`config.mk`:
```
export PLATFORM = sky130hd
export DESIGN_NAME = idct_ctrl
export DESIGN_NICKNAME = d
export VERILOG_FILES = /design/src/rtl/idct_pkg.sv /design/src/rtl/idct_ctrl.sv
export SDC_FILE = /design/constraint.sdc
export NUM_CORES = 1
export LEC_CHECK = 0
export ABC_AREA = 0
export ABC_CLOCK_PERIOD_IN_PS = 1400
export BUFFER_PORTS_ARGS = -buffer_cell sky130_fd_sc_hd__clkbuf_2
export CAP_MARGIN = 0
export CORE_AREA = 2 2 39 41
export DETAILED_ROUTE_END_ITERATION = 7
export DIE_AREA = 0 0 41 43
export PLACE_DENSITY = 0.48
export REMOVE_ABC_BUFFERS = 1
export SETUP_SLACK_MARGIN = 0.02
export SYNTH_ARGS = -nofsm -noshare
export SYNTH_HDL_FRONTEND = slang
export SYNTH_SLANG_ARGS = --single-unit
```
`constraint.sdc`:
```
create_clock -name clk -period 1.4 [get_ports clk]
set_input_delay 0.07 -clock clk [delete_from_list [all_inputs] [get_ports clk]]
set_output_delay 0.07 -clock clk [all_outputs]
set_load 0.1 [all_outputs]
```
`src/rtl/idct_pkg.sv`:
```
// Shared package for the 8x8 integer inverse DCT.
// Holds the transform constants, the controller state type and the
// command/status structs used between the controller and the datapath.
`default_nettype none

package idct_pkg;

	// Transform constants (W1..W7 scaled by 2048), rounding biases and pixel limits
	localparam logic signed [31:0] K_W1 = 32'sd2841;
	localparam logic signed [31:0] K_W2 = 32'sd2676;
	localparam logic signed [31:0] K_W3 = 32'sd2408;
	localparam logic signed [31:0] K_W5 = 32'sd1609;
	localparam logic signed [31:0] K_W6 = 32'sd1108;
	localparam logic signed [31:0] K_W7 = 32'sd565;
	localparam logic signed [39:0] K_R2 = 40'sd181;
	localparam logic signed [31:0] K_COL_BIAS = 32'sd8192;
	localparam logic signed [31:0] K_ROW_BIAS = 32'sd128;
	localparam logic signed [39:0] K_R2_BIAS = 40'sd128;
	localparam logic signed [31:0] K_COL_RB = 32'sd4;
	localparam logic signed [31:0] PIX_MIN = -32'sd256;
	localparam logic signed [31:0] PIX_MAX = 32'sd255;

	typedef enum logic [2:0] {
		ST_LOAD,
		ST_DRAIN_R,
		ST_COLS,
		ST_DRAIN_C,
		ST_EMIT
	} state_t;

	// Controller to datapath
	typedef struct packed {
		logic       issue;  // start one pass on the selected vector
		logic       col;    // column pass (else row pass)
		logic [2:0] idx;    // row number, column number or output row
	} cmd_t;

	// Datapath to controller
	typedef struct packed {
		logic busy;         // a pass is still in flight
	} sts_t;

endpackage

`default_nettype wire

```
`src/rtl/idct_ctrl.sv`:
```
// Controller for the 8x8 inverse DCT: sequences row load, column pass
// and row emission. Depends on idct_pkg for the state and command types.
`default_nettype none

module idct_ctrl (
	input  wire logic            clk,
	input  wire logic            arst_n,
	input  wire logic            in_valid,
	output logic                 in_stall,
	output logic                 out_valid,
	input  wire logic            out_stall,
	output logic                 last_row,
	output idct_pkg::cmd_t       cmd,
	input  wire idct_pkg::sts_t  sts
);

	idct_pkg::state_t state_q, state_d;
	logic [2:0] cnt_q;
	logic in_acc, out_acc;

	assign in_acc  = in_valid && !in_stall;
	assign out_acc = out_valid && !out_stall;

	// Next state
	always_comb begin
		state_d = state_q;
		unique case (state_q)
			idct_pkg::ST_LOAD: begin
				if (in_acc && cnt_q == 3'd7) state_d = idct_pkg::ST_DRAIN_R;
			end
			idct_pkg::ST_DRAIN_R: begin
				if (!sts.busy) state_d = idct_pkg::ST_COLS;
			end
			idct_pkg::ST_COLS: begin
				if (cnt_q == 3'd7) state_d = idct_pkg::ST_DRAIN_C;
			end
			idct_pkg::ST_DRAIN_C: begin
				if (!sts.busy) state_d = idct_pkg::ST_EMIT;
			end
			idct_pkg::ST_EMIT: begin
				if (out_acc && cnt_q == 3'd7) state_d = idct_pkg::ST_LOAD;
			end
			default: state_d = idct_pkg::ST_LOAD;
		endcase
	end

	// Outputs and commands
	always_comb begin
		in_stall  = 1'b1;
		out_valid = 1'b0;
		cmd.issue = 1'b0;
		cmd.col   = 1'b0;
		cmd.idx   = cnt_q;
		unique case (state_q)
			idct_pkg::ST_LOAD: begin
				in_stall  = 1'b0;
				cmd.issue = in_valid;
			end
			idct_pkg::ST_COLS: begin
				cmd.issue = 1'b1;
				cmd.col   = 1'b1;
			end
			idct_pkg::ST_EMIT: begin
				out_valid = 1'b1;
			end
			default: begin
				in_stall = 1'b1;
			end
		endcase
	end

	assign last_row = (cnt_q == 3'd7);

	// State and beat counter
	always_ff @(posedge clk or negedge arst_n) begin
		if (!arst_n) begin
			state_q <= idct_pkg::ST_LOAD;
			cnt_q   <= 3'd0;
		end else begin
			state_q <= state_d;
			if ((state_q == idct_pkg::ST_LOAD && in_acc) ||
			    state_q == idct_pkg::ST_COLS ||
			    (state_q == idct_pkg::ST_EMIT && out_acc)) begin
				cnt_q <= cnt_q + 3'd1;
			end
		end
	end

endmodule

`default_nettype wire

```
Yosys cells after proc, flatten, opt, wreduce, memory -nomap -nowiden
Index checks and enable logic that the tools add are counted.
{"block": "totals", "reg_bits": 6, "inputBits": 5, "out_inout_bits": 8, "word_cells": 34}
{"block": "op_classes", "add_sub_neg": 1, "eq_ne": 10, "mux": 10, "reduce_logical": 11}
{"operator": "two-way mux 3 bit", "count": 5}
{"operator": "case mux 3 bit (5 select lines)", "count": 1}
{"operator": "inequality test 2 bit (second input constant)", "count": 4}
{"operator": "== test 3 x 2 -> 1 bit (second input constant)", "count": 2}
{"operator": "== test 3 bit (second input constant)", "count": 2}
{"operator": "logical AND 1 bit", "count": 6}
{"operator": "AND reduction 5 bit", "count": 1}
{"operator": "adder 3 x 1 -> 3 bit (second input constant)", "count": 1}
{"operator": "== test 3 x 1 -> 1 bit (second input constant)", "count": 1}
{"operator": "zero test 3 bit", "count": 1}
{"operator": "two-way mux 1 bit", "count": 3}
{"operator": "logical OR 1 bit", "count": 2}
{"operator": "inequality test 2 x 1 -> 1 bit (second input constant)", "count": 1}
{"operator": "case mux 1 bit (2 select lines)", "count": 1}
{"operator": "zero test 1 bit", "count": 1}

Longest topological paths before layout
{"block": "depth", "ltp_word": 6, "ltp_mapped": 4, "depth_no_buf": 4}

Least setup slack after synthesis
No wires, ideal clock.
{"block": "synth_path", "path_kind": "register -> register", "start": "register state_q[0]", "end": "register state_q[2]", "setup_ns": 0.082, "arrival_time_ns": 2.884, "required_time_ns": 1.318, "setup_slack_ns": -1.566, "stages_incl_launch_ff": 4, "path_buffers": 1, "synth_period_minus_slack_ns": 2.966, "path_cell_list": "dfrtp_1 buf_6 nor3_1 a32o_1"}
{"block": "synth_between", "elab_chain_len": 6}
{"item": "start: declaration", "line_no": "idct_ctrl.sv:17", "text": "idct_pkg::state_t state_q, state_d;"}
{"item": "start signal: assignment", "line_no": "idct_ctrl.sv:77", "text": "state_q <= idct_pkg::ST_LOAD;"}
{"item": "start signal: assignment", "line_no": "idct_ctrl.sv:80", "text": "state_q <= state_d;"}
{"item": "== test 3 bit", "line_no": "idct_ctrl.sv:54", "text": "unique case (state_q)"}
{"item": "two-way mux 1 bit", "line_no": "idct_ctrl.sv:54"}
{"item": "named net out_valid", "line_no": "idct_ctrl.sv:10", "text": "output logic out_valid,"}
{"item": "logical AND 1 bit", "line_no": "idct_ctrl.sv:22", "text": "assign out_acc = out_valid && !out_stall;"}
{"item": "logical AND 1 bit", "line_no": "idct_ctrl.sv:41", "text": "if (out_acc && cnt_q == 3'd7) state_d = idct_pkg::ST_LOAD;"}
{"item": "inequality test 2 bit (no source line)"}
{"item": "AND reduction 5 bit (no source line)"}
The timed path passes the listed nets, and every way through them passes these cells.
A chain may end at the register's enable or synchronous reset.

Worst setup path in the final report
{"block": "layout_path", "start": "register state_q[1]", "end": "register cnt_q[2]"}
{"block": "layout_between", "elab_chain_len": 5}
{"item": "== test 3 bit / zero test 3 bit (equally long branches)", "line_no": "idct_ctrl.sv:54, idct_ctrl.sv:83, idct_ctrl.sv:81"}
{"item": "two-way mux 1 bit / logical AND 1 bit (equally long branches)", "line_no": "idct_ctrl.sv:54, idct_ctrl.sv:21"}
{"item": "logical AND 1 bit, on equally long branches", "line_no": "idct_ctrl.sv:22, idct_ctrl.sv:81"}
{"item": "logical AND 1 bit / logical OR 1 bit (equally long branches)", "line_no": "idct_ctrl.sv:83, idct_ctrl.sv:81"}
{"item": "logical OR 1 bit (*)", "line_no": "idct_ctrl.sv:82", "text": "state_q == idct_pkg::ST_COLS ||"}
{"item": "end signal: assignment", "line_no": "idct_ctrl.sv:84", "text": "cnt_q <= cnt_q + 3'd1;"}
{"item": "end: declaration", "line_no": "idct_ctrl.sv:18", "text": "logic [2:0] cnt_q;"}
Mark *: on every way between the ends. The rest lies on a longest branch, timed or not.

==> results.toml <==
[run_status]
status = "finished with violations"
violations = "negative setup slack"

[global_route]
grt_busiest_layer = "met2"
grt-ovfl-total = 0
track_usage = 0.110
gr-usage-met2 = 0.178
grt_use_met3 = 0.0157
antenna_found_initial = 0
first_global_vias = 293
use_met1 = 0.132
grt_max_degree = 9
grt_first_pass_wirelength_mm = 1.30

[route]
dr.pass1.iters = 2
drtIter0Drc = 6
routedWlPerCell_um = 12.5
viasPerCell = 4.60
routed_wl_um = 787
num_vias = 290
drc = 0
ant_nets = 0

[cells_and_area]
final_area_um2 = 566
drive_gt1_frac = 0.596
antenna_cells = 0
area_growth_pct = 72.5
post-route-util = 0.409
fin_nets = 56

[logic_synthesis]
synth_area_um2 = 328
ys_seq_area_frac = 0.458
syn_inst = 27
yosysTopAreaCell = "dfrtp_1"
async_flop_share = 1.00
synth_top_area_share = 0.458
yosysWarnings = 0
synth_most_common_cell = "dfrtp_1"
synth_ff_type = "dfrtp_1"
synth.ff_latch_count = 6
synth_edf_count = 0
yosysUniqueCellTypes = 15
avgSynthCellArea_um2 = 12.1
synth_area_leaders = "dfrtp_1 (46%), mux2_4 (9.2%), ha_1 (7.6%), a32o_1 (6.1%), xnor2_1 (5.3%)"

[critical_path]
crit_type = "flip-flop to flip-flop"
cp_data_arrival_time_ns = 1.59
crit_chain = "or4b_1 > o31a_2 > mux2_4"
ff2ff_path_depth = 3
crit_buf_inv = 0
r2r-start = "state_q[1]"
critical_path.max_stage_delay_ns = 0.50
reg2reg_setup_slack_ns = -0.07
critPathLaunchType = "flip-flop"
rr_endpoint = "cnt_q[2]"
cp_top_family = "simple AND/OR/NAND/NOR gates"
cp.required_ns = 1.52
end_kind = "flip-flop"
crit_path_max_fanout = 3
crit_slowest_cell = "or4b_1"

[place]
port_buffers = 12
place_congestion = 0.617
post-dp-hpwl_um = 626
postPlaceCellArea_um2 = 509

[worst_hold_path]
hold_path_class = "input port to flip-flop"
hp-start = "sts"
hold_depth = 2
whs_endpoint = "state_q[0]"

[clocking]
insertion_delay_ns = 0.24
clock-root-buffer = "clkbuf_4"
clkTransAtPathRegs_ns = 0.05
cts_tree = "yes"
numCtsBuffers = 3
clock_sinks = 6
ctsLongestPathBuffers = 2
h-tree-depth = 1

[timing]
fin_skew_ns = 0.00321
worst_pin_slew_ns = 0.539
finalCritPeriodShare = 1.05
rsz0062_at_grt = "true"
relSlewSlack = 0.642
slew_viol_final = 0
fin_tns_setup_ns = -0.144
finalSetupViolCount = 4
worst_slack_ns = -0.0654
max_freq_mhz = 682
finalHoldViolCount = 0
timing.hold.ws_ns = 0.147
fin_crit_ns = 1.47

[die]
start_util = 0.237
die_area_mm2 = 0.00176
coreArea_mm2 = 0.00138
fp-row-count = 14
die_w_um = 41
die_y_um = 43
io_pins = 13

[job]
maxCapViolCount = 0
-- stage by stage --
step	cells	setup slack [ns]
finish	63	-0.0654
detailed placement	59	-0.0564
global placement	59	-0.0381
global route	63	-0.0793
CTS	63	-0.0682
floorplan	26	-1.54
-- cell families (layout without fill, tap and decap cells) --
group,after synthesis,count (layout),synth area share
simple gates,10,10,0.183
mux,2,2,0.0916
compound gates,3,3,0.0916
buf+inv,2,22,0.0458
xor+xnor,2,2,0.0534
fa+ha+maj,2,2,0.0763
flops,6,6,0.458
-- timing repair --
action | 4_1_cts | 5_1_grt
pin swaps | 1 | 0
hold endpoints to repair | 6 | 0
endpoints found under the setup margin | 7 | 6
setup buffers | 0 | 0
gates resized for setup | 4 | 2
hold buffers | 1 | 0
-- cells in the final DEF, fill, tap and decap left out --
cell type      count
buf_12             5
clkbuf_4           3
nor2_2             1
ha_1               1
clkbuf_2           7
nor3b_2            1
mux2_4             2
nor3_2             1
buf_4              4
a32o_1             2
xnor2_1            2
or4b_1             1
or3_4              1
inv_1              1
ha_2               1
buf_6              1
nand2b_1           1
nor3_1             1
nor2b_1            2
dlygate4sd3_1      1
o31a_2             1
nor2_1             1
dfrtp_1            6
-- metal layers --
layer  part of all wire  up-vias
met2               0.51       12
li1                   -      137
met5                  0        -
met1               0.41      141
met3              0.079        0
met4                  0        0
-- registers in the layout, summed over array words and instances, names as in the netlist --
register	count
state_q	3
cnt_q	3
-- area by class of cell --
| class | count | area, µm² |
|---|---|---|
| fill | 142 | 818 |
| inverter | 1 | 3.75 |
| clock buffer | 3 | 22.5 |
| timing repair buffer | 18 | 186 |
| sequential | 6 | 150 |
| tap | 16 | 20.0 |
| multi-input combinational | 19 | 183 |
-- how the worst max path moves through the flow --
stage / slack [ns] / cells past startpoint / start / to
4_1_cts: -0.07 / 3 / state_q[1] / cnt_q[2]
2_1_floorplan: -1.54 / 2 / state_q[0] / state_q[2]
3_5_place_dp: -0.06 / 3 / state_q[0] / cnt_q[2]
5_1_grt: -0.08 / 3 / state_q[1] / cnt_q[2]
6_report: -0.07 / 3 / state_q[1] / cnt_q[2]
3_3_place_gp: -0.04 / 3 / state_q[1] / cnt_q[2]
Power is left out: the tool's default activity adds up to more than one toggle a clock period on the data nets, which glitch-free logic cannot reach.
